**config.mk**
```make
export PLATFORM = sky130hd
export DESIGN_NAME = periodic_interrupt_timer_flat
export DESIGN_NICKNAME = d
export VERILOG_FILES = /design/src/hdl/pit_pkg.sv /design/src/hdl/pit_req_if.sv /design/src/hdl/pit_rsp_if.sv /design/src/hdl/periodic_interrupt_timer.sv /design/src/hdl/pit_chan.sv /design/src/flat_wrapper.sv
export SDC_FILE = /design/constraint.sdc
export NUM_CORES = 1
export LEC_CHECK = 0
export BUFFER_PORTS_ARGS = -buffer_cell sky130_fd_sc_hd__buf_4
export CAP_MARGIN = 20
export CORE_ASPECT_RATIO = 0.8
export CORE_MARGIN = 1
export CORE_UTILIZATION = 65
export DETAILED_ROUTE_END_ITERATION = 8
export MAX_ROUTING_LAYER = met4
export PLACE_DENSITY_LB_ADDON = 0.05
export REMOVE_ABC_BUFFERS = 1
export SYNTH_ARGS = -nofsm -noshare
export SYNTH_HDL_FRONTEND = slang
export SYNTH_HIERARCHICAL = 1
export SYNTH_SLANG_ARGS = --single-unit
```
**constraint.sdc**
```tcl
create_clock -name clk_i -period 10.3 [get_ports clk_i]
set_clock_uncertainty 0.05 [all_clocks]
set_input_delay 1.03 -clock clk_i [delete_from_list [all_inputs] [get_ports clk_i]]
set_output_delay 1.03 -clock clk_i [all_outputs]
set_load 0.005 [all_outputs]
```
**src/hdl/pit_pkg.sv**
```systemverilog
`timescale 1ns / 1ps

package pit_pkg;

  localparam int unsigned KIND_W        = 2;
  localparam int unsigned CHAN_W        = 2;
  localparam int unsigned SEL_W         = 3;
  localparam int unsigned DATA_W        = 32;
  localparam int unsigned IRQ_W         = 4;
  // Channels that the channel field can reach and that drive irq_lines
  localparam int unsigned ADDR_CHANNELS = 4;

  // Bit positions inside the register words
  localparam int unsigned CTRL_EN_BIT  = 0;
  localparam int unsigned CTRL_IEN_BIT = 1;
  localparam int unsigned FLAG_BIT     = 0;
  localparam int unsigned MOD_FRZ_BIT  = 0;
  localparam int unsigned MOD_DIS_BIT  = 1;

  typedef enum logic [KIND_W-1:0] {
    KIND_TICK  = 2'd0,
    KIND_READ  = 2'd1,
    KIND_WRITE = 2'd2
  } pit_kind_e;

  typedef enum logic [SEL_W-1:0] {
    REG_LOAD   = 3'd0,
    REG_COUNT  = 3'd1,
    REG_CTRL   = 3'd2,
    REG_FLAG   = 3'd3,
    REG_MODULE = 3'd4
  } pit_reg_e;

  // Per-channel command for one request
  typedef struct packed {
    logic              tick;
    logic              wr_load;
    logic              wr_ctrl;
    logic              wr_flag;
    logic [DATA_W-1:0] data;
  } pit_chan_cmd_t;

  // Per-channel register view
  typedef struct packed {
    logic [DATA_W-1:0] load;
    logic [DATA_W-1:0] count;
    logic              run;
    logic              ien;
    logic              flag;
  } pit_chan_st_t;

endpackage

```
**src/hdl/pit_req_if.sv**
```systemverilog
`timescale 1ns / 1ps

interface pit_req_if import pit_pkg::*; ();
  logic              valid;
  logic              ready;
  logic [KIND_W-1:0] kind;
  logic [CHAN_W-1:0] channel;
  logic [SEL_W-1:0]  reg_select;
  logic [DATA_W-1:0] write_data;

  modport source (output valid, kind, channel, reg_select, write_data, input ready);
  modport sink   (input valid, kind, channel, reg_select, write_data, output ready);
endinterface

```
**src/hdl/pit_rsp_if.sv**
```systemverilog
`timescale 1ns / 1ps

interface pit_rsp_if import pit_pkg::*; ();
  logic              valid;
  logic              ready;
  logic [DATA_W-1:0] read_data;
  logic [IRQ_W-1:0]  irq_lines;

  modport source (output valid, read_data, irq_lines, input ready);
  modport sink   (input valid, read_data, irq_lines, output ready);
endinterface

```
**src/hdl/periodic_interrupt_timer.sv**
```systemverilog
`timescale 1ns / 1ps

// Periodic interrupt timer with CHANNELS down-counters behind a register port.
// Requests arrive on req_i (valid/ready): kind selects a tick, a register read
// or a register write; channel, reg_select and write_data address the register.
// Every request yields exactly one response on rsp_o carrying read_data (zero
// unless the request was a read) and irq_lines, the per-channel flag AND
// interrupt enable as they stand after that request has been applied.
// A tick drives the time base: while the module is not disabled, each enabled
// channel counts down, and a channel at zero sets its flag and reloads, so one
// period is load value plus one ticks.
// A request is held in the input register and applied to the channel state as
// its response enters the result register. Throughput: one request per cycle
// unless stalled, set by the single input register feeding the result register.
// Reset clears all channel registers and the freeze bit and sets the module
// disable bit; both pipeline registers come up empty.
// When the receiver stalls, the response register holds; the input register
// still takes one more request, then ready drops until the response is taken.
module periodic_interrupt_timer import pit_pkg::*; #(
  parameter int CHANNELS = 4
) (
  input  logic      clk_i,
  input  logic      rst_ni,
  pit_req_if.sink   req_i,
  pit_rsp_if.source rsp_o
);

  // Input register
  logic              s1_valid_q, s1_valid_d;
  logic [KIND_W-1:0] s1_kind_q;
  logic [CHAN_W-1:0] s1_chan_q;
  logic [SEL_W-1:0]  s1_sel_q;
  logic [DATA_W-1:0] s1_data_q;

  // Result register
  logic              out_valid_q, out_valid_d;
  logic [DATA_W-1:0] rdata_q, rdata_d;
  logic [IRQ_W-1:0]  irq_q, irq_d;

  // Module control
  logic dis_q, dis_d;
  logic frz_q, frz_d;

  logic advance;
  logic fire;
  logic req_fire;
  logic is_tick, is_read, is_write;
  logic ch_ok;

  pit_chan_cmd_t                    cmd   [CHANNELS];
  pit_chan_st_t                     st    [CHANNELS];
  logic          [CHANNELS-1:0]     irq_nx;
  logic          [CHANNELS-1:0][DATA_W-1:0] count_vec;
  pit_chan_st_t                     st_rd [ADDR_CHANNELS];
  logic          [IRQ_W-1:0]        irq_now;

  // Move the held request on whenever the result register is free or drained
  assign advance     = !out_valid_q || rsp_o.ready;
  assign fire        = s1_valid_q && advance;
  assign req_i.ready = !s1_valid_q || advance;
  assign req_fire    = req_i.valid && req_i.ready;

  assign is_tick  = (s1_kind_q == KIND_TICK);
  assign is_read  = (s1_kind_q == KIND_READ);
  assign is_write = (s1_kind_q == KIND_WRITE);
  assign ch_ok    = (32'(s1_chan_q) < CHANNELS);

  // Channel bank
  for (genvar c = 0; c < CHANNELS; c++) begin : g_chan
    logic sel_here;
    if (c < ADDR_CHANNELS) begin : g_addr
      assign sel_here = ch_ok && (s1_chan_q == CHAN_W'(c));
    end else begin : g_noaddr
      // upper channels count but cannot be addressed
      assign sel_here = 1'b0;
    end

    assign cmd[c].tick    = fire && is_tick && !dis_q;
    assign cmd[c].wr_load = fire && is_write && sel_here && (s1_sel_q == REG_LOAD);
    assign cmd[c].wr_ctrl = fire && is_write && sel_here && (s1_sel_q == REG_CTRL);
    assign cmd[c].wr_flag = fire && is_write && sel_here && (s1_sel_q == REG_FLAG);
    assign cmd[c].data    = s1_data_q;

    pit_chan u_chan (
      .clk_i   (clk_i),
      .rst_ni  (rst_ni),
      .cmd_i   (cmd[c]),
      .st_o    (st[c]),
      .irq_d_o (irq_nx[c])
    );

    assign count_vec[c] = st[c].count;
  end

  // Pad the addressable view to the full channel field
  for (genvar a = 0; a < ADDR_CHANNELS; a++) begin : g_view
    if (a < CHANNELS) begin : g_real
      assign st_rd[a]   = st[a];
      assign irq_d[a]   = irq_nx[a];
      assign irq_now[a] = st[a].flag & st[a].ien;
    end else begin : g_pad
      assign st_rd[a]   = '0;
      assign irq_d[a]   = 1'b0;
      assign irq_now[a] = 1'b0;
    end
  end

  // Module register write ignores the channel field
  always_comb begin
    dis_d = dis_q;
    frz_d = frz_q;
    if (fire && is_write && (s1_sel_q == REG_MODULE)) begin
      dis_d = s1_data_q[MOD_DIS_BIT];
      frz_d = s1_data_q[MOD_FRZ_BIT];
    end
  end

  // Read decode; out-of-range selectors and channels read as zero
  always_comb begin
    rdata_d = '0;
    if (is_read) begin
      unique case (s1_sel_q)
        REG_MODULE: begin
          rdata_d[MOD_DIS_BIT] = dis_q;
          rdata_d[MOD_FRZ_BIT] = frz_q;
        end
        REG_LOAD: begin
          if (ch_ok) rdata_d = st_rd[s1_chan_q].load;
        end
        REG_COUNT: begin
          if (ch_ok) rdata_d = st_rd[s1_chan_q].count;
        end
        REG_CTRL: begin
          if (ch_ok) begin
            rdata_d[CTRL_EN_BIT]  = st_rd[s1_chan_q].run;
            rdata_d[CTRL_IEN_BIT] = st_rd[s1_chan_q].ien;
          end
        end
        REG_FLAG: begin
          if (ch_ok) rdata_d[FLAG_BIT] = st_rd[s1_chan_q].flag;
        end
        default: rdata_d = '0;
      endcase
    end
  end

  always_comb begin
    s1_valid_d = s1_valid_q;
    if (req_fire) begin
      s1_valid_d = 1'b1;
    end else if (fire) begin
      s1_valid_d = 1'b0;
    end
    out_valid_d = advance ? s1_valid_q : out_valid_q;
  end

  // Control state
  always_ff @(posedge clk_i or negedge rst_ni) begin
    if (!rst_ni) begin
      s1_valid_q  <= 1'b0;
      out_valid_q <= 1'b0;
      dis_q       <= 1'b1;
      frz_q       <= 1'b0;
    end else begin
      s1_valid_q  <= s1_valid_d;
      out_valid_q <= out_valid_d;
      dis_q       <= dis_d;
      frz_q       <= frz_d;
    end
  end

  // Payload: capture on accept, hold otherwise
  always_ff @(posedge clk_i) begin
    if (req_fire) begin
      s1_kind_q <= req_i.kind;
      s1_chan_q <= req_i.channel;
      s1_sel_q  <= req_i.reg_select;
      s1_data_q <= req_i.write_data;
    end
    if (fire) begin
      rdata_q <= rdata_d;
      irq_q   <= irq_d;
    end
  end

  assign rsp_o.valid     = out_valid_q;
  assign rsp_o.read_data = rdata_q;
  assign rsp_o.irq_lines = irq_q;

`ifndef SYNTHESIS
  // A pending response always mirrors the live interrupt state
  a_irq_live: assert property (@(posedge clk_i) disable iff (!rst_ni)
    out_valid_q |-> (irq_q == irq_now))
    else $error("irq_lines out of step with channel state");

  // Ticks while disabled leave every counter alone
  a_dis_hold: assert property (@(posedge clk_i) disable iff (!rst_ni)
    (fire && is_tick && dis_q) |=> $stable(count_vec))
    else $error("counter moved while module disabled");

  // Only reads return data
  a_rd_zero: assert property (@(posedge clk_i) disable iff (!rst_ni)
    (fire && !is_read) |=> (rdata_q == '0))
    else $error("non-read request returned data");
`endif

endmodule

```
**src/hdl/pit_chan.sv**
```systemverilog
`timescale 1ns / 1ps

module pit_chan import pit_pkg::*; (
  input  logic          clk_i,
  input  logic          rst_ni,
  input  pit_chan_cmd_t cmd_i,
  output pit_chan_st_t  st_o,
  output logic          irq_d_o
);

  logic [DATA_W-1:0] load_q, load_d;
  logic [DATA_W-1:0] count_q, count_d;
  logic              run_q, run_d;
  logic              ien_q, ien_d;
  logic              flag_q, flag_d;

  always_comb begin
    load_d  = load_q;
    count_d = count_q;
    run_d   = run_q;
    ien_d   = ien_q;
    flag_d  = flag_q;
    // expire and reload on zero, otherwise count down
    if (cmd_i.tick && run_q) begin
      if (count_q == '0) begin
        flag_d  = 1'b1;
        count_d = load_q;
      end else begin
        count_d = count_q - DATA_W'(1);
      end
    end
    if (cmd_i.wr_load) begin
      load_d = cmd_i.data;
    end
    if (cmd_i.wr_ctrl) begin
      // restart only on a rising enable
      if (cmd_i.data[CTRL_EN_BIT] && !run_q) begin
        count_d = load_q;
      end
      run_d = cmd_i.data[CTRL_EN_BIT];
      ien_d = cmd_i.data[CTRL_IEN_BIT];
    end
    if (cmd_i.wr_flag && cmd_i.data[FLAG_BIT]) begin
      flag_d = 1'b0;
    end
  end

  always_ff @(posedge clk_i or negedge rst_ni) begin
    if (!rst_ni) begin
      load_q  <= '0;
      count_q <= '0;
      run_q   <= 1'b0;
      ien_q   <= 1'b0;
      flag_q  <= 1'b0;
    end else begin
      load_q  <= load_d;
      count_q <= count_d;
      run_q   <= run_d;
      ien_q   <= ien_d;
      flag_q  <= flag_d;
    end
  end

  assign st_o.load  = load_q;
  assign st_o.count = count_q;
  assign st_o.run   = run_q;
  assign st_o.ien   = ien_q;
  assign st_o.flag  = flag_q;
  assign irq_d_o    = flag_d & ien_d;

endmodule
```
**src/flat_wrapper.sv**
```systemverilog
// flat-port wrapper written by rule: the top's interface ports become plain ports
module periodic_interrupt_timer_flat import pit_pkg::*;
#(
  parameter int CHANNELS = 4
)
  (clk_i, rst_ni, req_i_valid, req_i_kind, req_i_channel, req_i_reg_select, req_i_write_data, req_i_ready, rsp_o_valid, rsp_o_read_data, rsp_o_irq_lines, rsp_o_ready);
  pit_req_if req_i_i ();
  pit_rsp_if rsp_o_i ();
  input  logic clk_i;
  input  logic rst_ni;
  input wire logic [$bits(req_i_i.valid)-1:0] req_i_valid;
  input wire logic [$bits(req_i_i.kind)-1:0] req_i_kind;
  input wire logic [$bits(req_i_i.channel)-1:0] req_i_channel;
  input wire logic [$bits(req_i_i.reg_select)-1:0] req_i_reg_select;
  input wire logic [$bits(req_i_i.write_data)-1:0] req_i_write_data;
  output wire logic [$bits(req_i_i.ready)-1:0] req_i_ready;
  output wire logic [$bits(rsp_o_i.valid)-1:0] rsp_o_valid;
  output wire logic [$bits(rsp_o_i.read_data)-1:0] rsp_o_read_data;
  output wire logic [$bits(rsp_o_i.irq_lines)-1:0] rsp_o_irq_lines;
  input wire logic [$bits(rsp_o_i.ready)-1:0] rsp_o_ready;
  assign req_i_i.valid = req_i_valid;
  assign req_i_i.kind = req_i_kind;
  assign req_i_i.channel = req_i_channel;
  assign req_i_i.reg_select = req_i_reg_select;
  assign req_i_i.write_data = req_i_write_data;
  assign req_i_ready = req_i_i.ready;
  assign rsp_o_valid = rsp_o_i.valid;
  assign rsp_o_read_data = rsp_o_i.read_data;
  assign rsp_o_irq_lines = rsp_o_i.irq_lines;
  assign rsp_o_i.ready = rsp_o_ready;
  periodic_interrupt_timer #(.CHANNELS(CHANNELS)) u_core (.clk_i(clk_i), .rst_ni(rst_ni), .req_i(req_i_i), .rsp_o(rsp_o_i));
endmodule
```
Yosys cells after proc, flatten, opt, wreduce, memory -nomap -nowiden
Index checks and enable logic that the tools add are counted.

word-level totals
  logic and storage cells = 140
  output and inout bits = 38
  input bits = 43
  register bits = 347

cells by class
  equal/unequal tests = 9
  add/subtract/negate cells = 4
  $lt $le $gt $ge = 1
  multiplexer cells = 40
  bitwise operators = 5
  reduce and logical (&&, ||, !) cells = 51

operators by type and width
  cell                   count
  $mux 32                16
  $bmux 67 s2            1
  $mux 67                2
  $logic_not 32->1       4
  $sub 32x1->32 const B  4
  $pmux 30 s2            1
  $logic_and 1x1->1      34
  $mux 1                 18
  $logic_not 1->1        7
  $eq 2x2->1 const B     3
  $eq 3x2->1 const B     2
  $pmux 1 s5             1
  $and 1x1->1            4
  $eq 2x1->1 const B     2
  $logic_not 2->1        2
  $pmux 1 s4             1
  $eq 3x1->1 const B     1
  $eq 3x3->1 const B     1
  $ge 3x3->1 const B     1
  $logic_not 3->1        1
  $not 2->3              1
  $logic_or 1x1->1       2
  $reduce_bool 2->1      1

Longest topological paths before layout
Gate-level depths: netlist (run 1).

  word-level depth = 9
  mapped depth = 11

By module
The synthesis (run 1) kept the hierarchy.

by module, submodules not included
  module                                   area each (um^2)  times used  cells each
  pit_chan at u_core.g_chan[1].u_chan ...  3413.3            3           310
  periodic_interrupt_timer                 4657.0            1           281
  pit_chan at u_core.g_chan[0].u_chan      3438.3            1           298

Worst setup path after synthesis (run 1)
Ideal clock, no wire load.

  kind = input to register
  from = in rsp_o_ready
  to = reg u_core.g_chan[0].u_chan.count_q[15]
  arrival time = 4343 ps
  path buffers = 3
  stages on the path = 10
  slack = 5782 ps
  required time = 10125 ps
  path through = nand2b_1 and2_1 nor4b_1 and2_1 clkbuf_1 nand4_2 and2_1 buf_6 buf_6 mux2_4

RTL lines
  what                    line                source
  start: declaration      flat_wrapper.sv:20  input wire logic [$bits(rsp_o_i.ready)-1:0] rsp_o_ready;
  end signal: assignment  pit_chan.sv:57      count_q <= count_d;
  end: declaration        pit_chan.sv:12      logic [DATA_W-1:0] count_q, count_d;

==> results of run 1 <==
## synth_stat cells, types with 5 or more instances
master    instances  area, um^2
buf_4            12        90.1
o21ai_0          17        85.1
mux4_2           63        1420
or4_4             5        56.3
and2_1           10        62.6
nor3_1           51         255
nand2b_1          8        50.1
nand4_1          25         156
a221oi_2          6        90.1
mux2_4           12         180
or3_1             9        56.3
clkbuf_1         46         173
and3b_1           5        43.8
nor4_4           11         234
o221a_2           7        78.8
xor2_1           16         140
a22oi_1          30         225
a21oi_1         154         771
a211oi_1         16         120
xnor2_1          84         736
nor4_1           37         231
buf_2            17        85.1
nand3_1          23         115
mux2_2          138        1550
nor4_2            5        62.6
inv_1            25        93.8
ha_1              8         100
and3_1           10        62.6
nor2_1          114         428
edfxtp_1         75        2250
nand3b_1          9        67.6
buf_1             7        26.3
buf_6            18         203
nand2_1          52         195
or2_2             9        56.3
a31oi_1          10        62.6
or4_1            10        75.1
dfrtp_1         271        6780
## how the worst max path moves through the flow
stage,cells after the start,slack (ns),to
finish,12,5.88,u_core/g_chan[3].u_chan/count_q[26]
global route,12,5.74,u_core/g_chan[3].u_chan/count_q[26]
CTS,12,6.03,u_core/g_chan[3].u_chan/count_q[26]
detailed placement,12,5.48,u_core/g_chan[3].u_chan/count_q[26]
global placement,12,5.53,u_core/g_chan[3].u_chan/count_q[26]
floorplan,8,5.15,u_core/g_chan[1].u_chan/count_q[10]
## through the flow
stage / utilization [%] / setup slack [ns] / hold slack [ns] / instance area, um^2 / instances
after floorplan: - / 5.15 / 0.414 / 17800 / 1409
after detailed placement: 69.4 / 5.48 / 0.451 / 19100 / 1881
after global routing: 73.3 / 5.74 / 0.483 / 20100 / 1945
after CTS: 73.2 / 6.03 / 0.455 / 20100 / 1944
final: 73.3 / 5.88 / 0.427 / 20100 / 1945
after global placement: 69.4 / 5.53 / 0.432 / 19100 / 1881
## final cells by class
cell class / instances / area (um^2)
clock inverter: 15 / 68.8
clock buffer: 48 / 977
timing repair buffer: 109 / 838
inverter: 25 / 93.8
fill: 1937 / 7350
tap: 364 / 455
sequential: 347 / 9060
multi-input combinational: 1037 / 8660
## layer usage
metal / vias up / part of all wire (%) / track usage [%] / wire, um
met2: 952 / 45 / 57.0 / 24600
met1: 7076 / 41 / 58.2 / 22500
met4: 0 / 3.3 / 14.4 / 1830
li1: 5805 / - / - / -
met5: - / 0 / - / 0
met3: 136 / 11 / 8.48 / 6290
## sequential cells by signal (all words and copies together) (netlist names)
register / cells
u_core/g_chan.u_chan/count_q: 128
u_core/g_chan.u_chan/load_q: 128
u_core/rsp_o.read_data: 32
u_core/s1_data_q: 32
u_core/g_chan.u_chan/flag_q: 4
u_core/g_chan.u_chan/ien_q: 4
u_core/g_chan.u_chan/run_q: 4
u_core/rsp_o.irq_lines: 4
u_core/s1_sel_q: 3
u_core/s1_chan_q: 2
u_core/s1_kind_q: 2
u_core/dis_q: 1
u_core/frz_q: 1
u_core/rsp_o.valid: 1
u_core/s1_valid_q: 1
## cell usage in the layout (no fill, tap or decap), types with 25 or more instances in the layout
cell       count
xnor2_1       84
clkbuf_16     37
mux2_2       138
mux4_2        63
edfxtp_1      75
dfrtp_1      271
nand2_1       52
nand4_1       25
a21oi_1      154
inv_1         25
nor2_1       110
nor3_1        50
buf_4        107
nor4_1        36
a22oi_1       30
## cell families after synthesis
logic type,count (synthesis)
AOI/OAI and AO/OA,286
DFF,347
and+or+nand+nor,421
buffers and inverters,125
xor gates and xnor gates,100
muxes,222
adders and majority gates,8
## power groups by stage
stage               logic (mW)  registers (mW)  clock network (mW)
floorplan                0.697            1.76                   0
global placement         0.982            1.83                   0
detailed placement        1.00            1.84                   0
CTS                       1.01            1.82                1.21
global route              1.10            1.85                1.27
finish                    1.04            1.83                1.20
==> flow_metrics.tcl, run 1 <==
set metrics [dict create \
    status "finished, final reports clean" \
    switching_share_pct 34.4 \
    core_area_um2 27500 \
    yosysUniqueCellTypes 70 \
    slew_viol_final 0 \
    io_pins 81 \
    r2r-end "u_core/g_chan[3].u_chan/count_q[26]" \
    die_y_um 152 \
    min_period_over_period_pct 42.9 \
    worstSetupPathType "in2reg" \
    post-cts-setup-buffers 0 \
    hpwl_mm 36.8 \
    yosysWarnings 6 \
    cpMostUsedCell "buf_4" \
    yosys.area_share.simple_pct 13.5 \
    wire_per_inst_um 28.4 \
    synthFlopType "dfrtp_1" \
    vias 14000 \
    yosysSeqAreaShare_pct 49.4 \
    synth_top_family_by_area "multiplexers" \
    clk_latency_ns 0.53 \
    drc 0 \
    place_congestion 1.03 \
    cts_inserted_buffers 36 \
    irDropWorstVdd_mv 0.177 \
    syn2layout_area_growth_pct 9.89 \
    htree_levels 2 \
    reg2reg_slack_ns 6.08 \
    hold_viol 0 \
    power_leakage_nw 8.56 \
    cpPeakStageDelay_ns 0.84 \
    synth-seq-cells 347 \
    finalSetupTns_ns 0 \
    p_per_area_nw_per_um2 202 \
    die_area_um2 28900 \
    max_freq_ghz 0.226 \
    pwr-share-seq_pct 44.9 \
    synth_edf_count 75 \
    synth.mux.area_fraction_pct 18.1 \
    hold_buffers 0 \
    clk_pin_slew_ns 0.06 \
    grt_pass1_vias 13600 \
    cp-start-kind "primary input" \
    clock_path_buffers 3 \
    cts_sinks 347 \
    regToRegStartpoint "u_core/rsp_o.valid" \
    dr.pass1.iters 6 \
    synth_compound_area_share_pct 10.0 \
    synth_adder_area_share_pct 0.546 \
    worstPathMaxFanout 37 \
    p_sw_mw 1.40 \
    drtIter0Drc 1678 \
    fp.dieW_um 190 \
    worstPathCellList "buf_4 -> nand2b_1 -> and2_2 -> buf_4 -> nor4b_2 -> nand2_1 -> nor2_1 -> nand4_1 -> buf_4 -> and2_1 -> buf_4 -> o221a_2" \
    cts_tree "built" \
    hold_class "in2async" \
    start_util_pct 66.7 \
    slowest_stage "nor4b_2" \
    grt_antenna_before_repair 0 \
    grt_pass1_wl_mm 84.1 \
    synth.avg_cell_area_um2 12.2 \
    required_ns 10.67 \
    r2r_cells 11 \
    async_flop_share_pct 78.4 \
    max-cap-violations 0 \
    power_frac_comb_pct 25.6 \
    grtUsageTotal_pct 40.4 \
    fin_crit_ns 4.42 \
    io_buffers 80 \
    syn_inst 1509 \
    diodes 0 \
    grt_setup_unrepaired "false" \
    syn-cell-area_um2 18300 \
    cp-startpoint "rsp_o_ready" \
    cts_resized 0 \
    grt_max_degree 90 \
    tightest_slew_ns 1.09 \
    slew_headroom_pct 27.6 \
    cts_root_buffer "clkbuf_16" \
    vias_per_cell 7.18 \
    p_int_mw 2.67 \
    drive_above_1_share_pct 27.6 \
    p_total_mw 4.07 \
    crit_buf_inv 4 \
    finalSetupViolCount 0 \
    layout.nets 1607 \
    grt_overflow 0 \
    p_clk_share_pct 29.5 \
    drt-total-wl_mm 55.2 \
    drtAntennaViolNets 0 \
    synthXorXnorAreaFrac_pct 4.78 \
    crit_arrival_ns 4.78 \
    num_rows 54 \
    cp_top_family "simple AND/OR/NAND/NOR gates" \
    end_kind "flip-flop" \
]
No activity file was read; power rests on OpenSTA's default activity.
==> run 2, diff against run 1 <==
- CORE_UTILIZATION: 65 -> 62
- clock period: 10.3 -> 4.4 ns (I/O delays scaled with it)
==> run 2 against run 1 <==
- hold slack worse by 0.39 ns
- register-to-register slack got worse by 4.9 ns
- design area increased by 1.8%
- final cell count up 1.0%
- wire length grew 2.1%
- global-route usage shrank 0.90 points
- via count is 0.91% lower
- utilization down 1.8 points
==> flow_metrics.tcl, run 2 (synthesis gave the netlist of run 1 again) <==
set metrics [dict create \
    status "finished, final reports clean" \
    endpoint "u_core/g_chan[3].u_chan/count_q[30]" \
    layout.nets 1620 \
    crit_buf_inv 1 \
    r2r-end "u_core/g_chan[3].u_chan/count_q[30]" \
    grt_pass1_wl_mm 85.9 \
    regToRegStartpoint "u_core/s1_kind_q[0]" \
    grt_overflow 0 \
    required_ns 4.82 \
    clk_latency_ns 0.53 \
    drtIter0Drc 1631 \
    cts_sinks 347 \
    vias 13800 \
    start_util_pct 63.9 \
    io_buffers 80 \
    clock_path_buffers 3 \
    cp_top_family "simple AND/OR/NAND/NOR gates" \
    max-cap-violations 0 \
    max_freq_ghz 0.311 \
    reg2reg_slack_ns 1.18 \
    io_pins 81 \
    cpMostUsedCell "nand2_1" \
    r2r_cells 9 \
    finalSetupViolCount 0 \
    hold_slack_ns 0.0333 \
    fin_crit_ns 3.22 \
    num_rows 55 \
    drive_above_1_share_pct 28.7 \
    grt_pass1_vias 13500 \
    worstSetupPathDepth 9 \
    cts_inserted_buffers 35 \
    end_kind "flip-flop" \
    fillers 2032 \
    hold_class "in2reg" \
    final_common_cell "dfrtp_1" \
    cts_root_buffer "clkbuf_16" \
    drt-total-wl_mm 56.4 \
    worstPathCellList "and4b_1 -> nand3_1 -> nor2_1 -> nand3b_1 -> buf_4 -> nand2_1 -> nand2_1 -> o41ai_1 -> o221a_2" \
    die_area_um2 30300 \
    grtUsageTotal_pct 39.5 \
    grt_max_degree 109 \
    slowest_stage "o41ai_1" \
    syn2layout_area_growth_pct 11.9 \
    die_y_um 156 \
    htree_levels 2 \
    irDropWorstVdd_mv 0.337 \
    worstSetupPathType "reg2reg" \
    place_congestion 1.04 \
    cts_tree "built" \
    mostFrequentLayoutCells "271 x dfrtp_1, 154 x a21oi_1, 138 x mux2_2, 117 x buf_4, 110 x nor2_1" \
    wire_per_inst_um 28.7 \
    crit_arrival_ns 3.63 \
    utilization_pct 71.5 \
    drc 0 \
    power_leakage_nw 8.74 \
    hpwl_mm 38.7 \
    drtAntennaViolNets 0 \
    min_period_over_period_pct 73.1 \
    grt_antenna_before_repair 0 \
    slew_headroom_pct 34.6 \
    p_per_area_nw_per_um2 489 \
    cpPeakStageDelay_ns 0.52 \
    fp.dieW_um 194 \
    worstPathMaxFanout 27 \
    min_path_cells 1 \
    cp-startpoint "u_core/s1_kind_q[0]" \
    grt_setup_unrepaired "false" \
    reg_top3 "u_core/g_chan.u_chan/count_q x128, u_core/g_chan.u_chan/load_q x128" \
    tightest_slew_ns 0.973 \
    dr.pass1.iters 7 \
    clk_pin_slew_ns 0.06 \
    vias_per_cell 7.04 \
    cts_resized 0 \
    slew_viol_final 0 \
    core_area_um2 28700 \
    cp-start-kind "flip-flop" \
    hold_viol 0 \
]
## run 2: power breakdown
| group | internal, mW | switching, mW |
|---|---|---|
| sequential | 3.68 | 0.603 |
| clock | 2.05 | 1.27 |
| combinational | 1.03 | 1.39 |
## run 2: through the flow
| stage | cell area (um^2) | power (mW) | TNS, ns | std cells | setup WS, ns |
|---|---|---|---|---|---|
| 5_1_grt | 20500 | 10.4 | 0 | 1964 | 1.16 |
| 6_report | 20500 | 10.0 | 0 | 1965 | 1.18 |
| 3_3_place_gp | 19200 | 6.61 | 0 | 1901 | 1.35 |
| 2_1_floorplan | 17800 | 5.75 | -65.09 | 1409 | -0.660 |
| 4_1_cts | 20500 | 9.97 | 0 | 1964 | 1.36 |
| 3_5_place_dp | 19200 | 6.65 | 0 | 1901 | 1.26 |
## run 2: repair_timing
| item | 4_1_cts | 5_1_grt |
|---|---|---|
| buffers inserted | 0 | 0 |
| hold buffers | 1 | 0 |
| endpoints found under the hold margin | 34 | 0 |
## run 2: layout make-up
cell class              count  area (um^2)  area share [%]
inverters                  25         93.8           0.457
flip-flops and latches    347         9060            44.1
repair buffers            123          983            4.79
clock inverters            11          231            1.13
multi-input cells        1037         8650            42.1
clock buffers              51         1040            5.06
well taps                 370          463            2.26
diodes                      1         2.50          0.0122
## run 2: worst min-delay path by stage
| stage | start | endpoint | slack [ns] |
|---|---|---|---|
| global placement | u_core/frz_q | u_core/frz_q | 0.45 |
| finish | req_i_write_data[28] | u_core/s1_data_q[28] | 0.03 |
| CTS | req_i_write_data[28] | u_core/s1_data_q[28] | 0.02 |
| global route | req_i_write_data[10] | u_core/s1_data_q[10] | 0.02 |
| detailed placement | u_core/frz_q | u_core/frz_q | 0.45 |
| floorplan | rst_ni | u_core/frz_q | 0.09 |
## run 2: layer usage
metal  GRT usage (%)  vias up  part of all wire, %
li1                -     5822                    -
met1            56.4     6983                   42
met2            56.0      892                   43
met3            9.66      145                   11
met4            11.9        0                  3.0
met5               -        -                    0
## run 2: worst register-to-register path: stages, from the launching register on
cell	delay, ns
edfxtp_1	0.47
and4b_1	0.37
nand3_1	0.19
nor2_1	0.29
nand3b_1	0.13
buf_4	0.31
nand2_1	0.44
nand2_1	0.11
o41ai_1	0.52
o221a_2	0.28
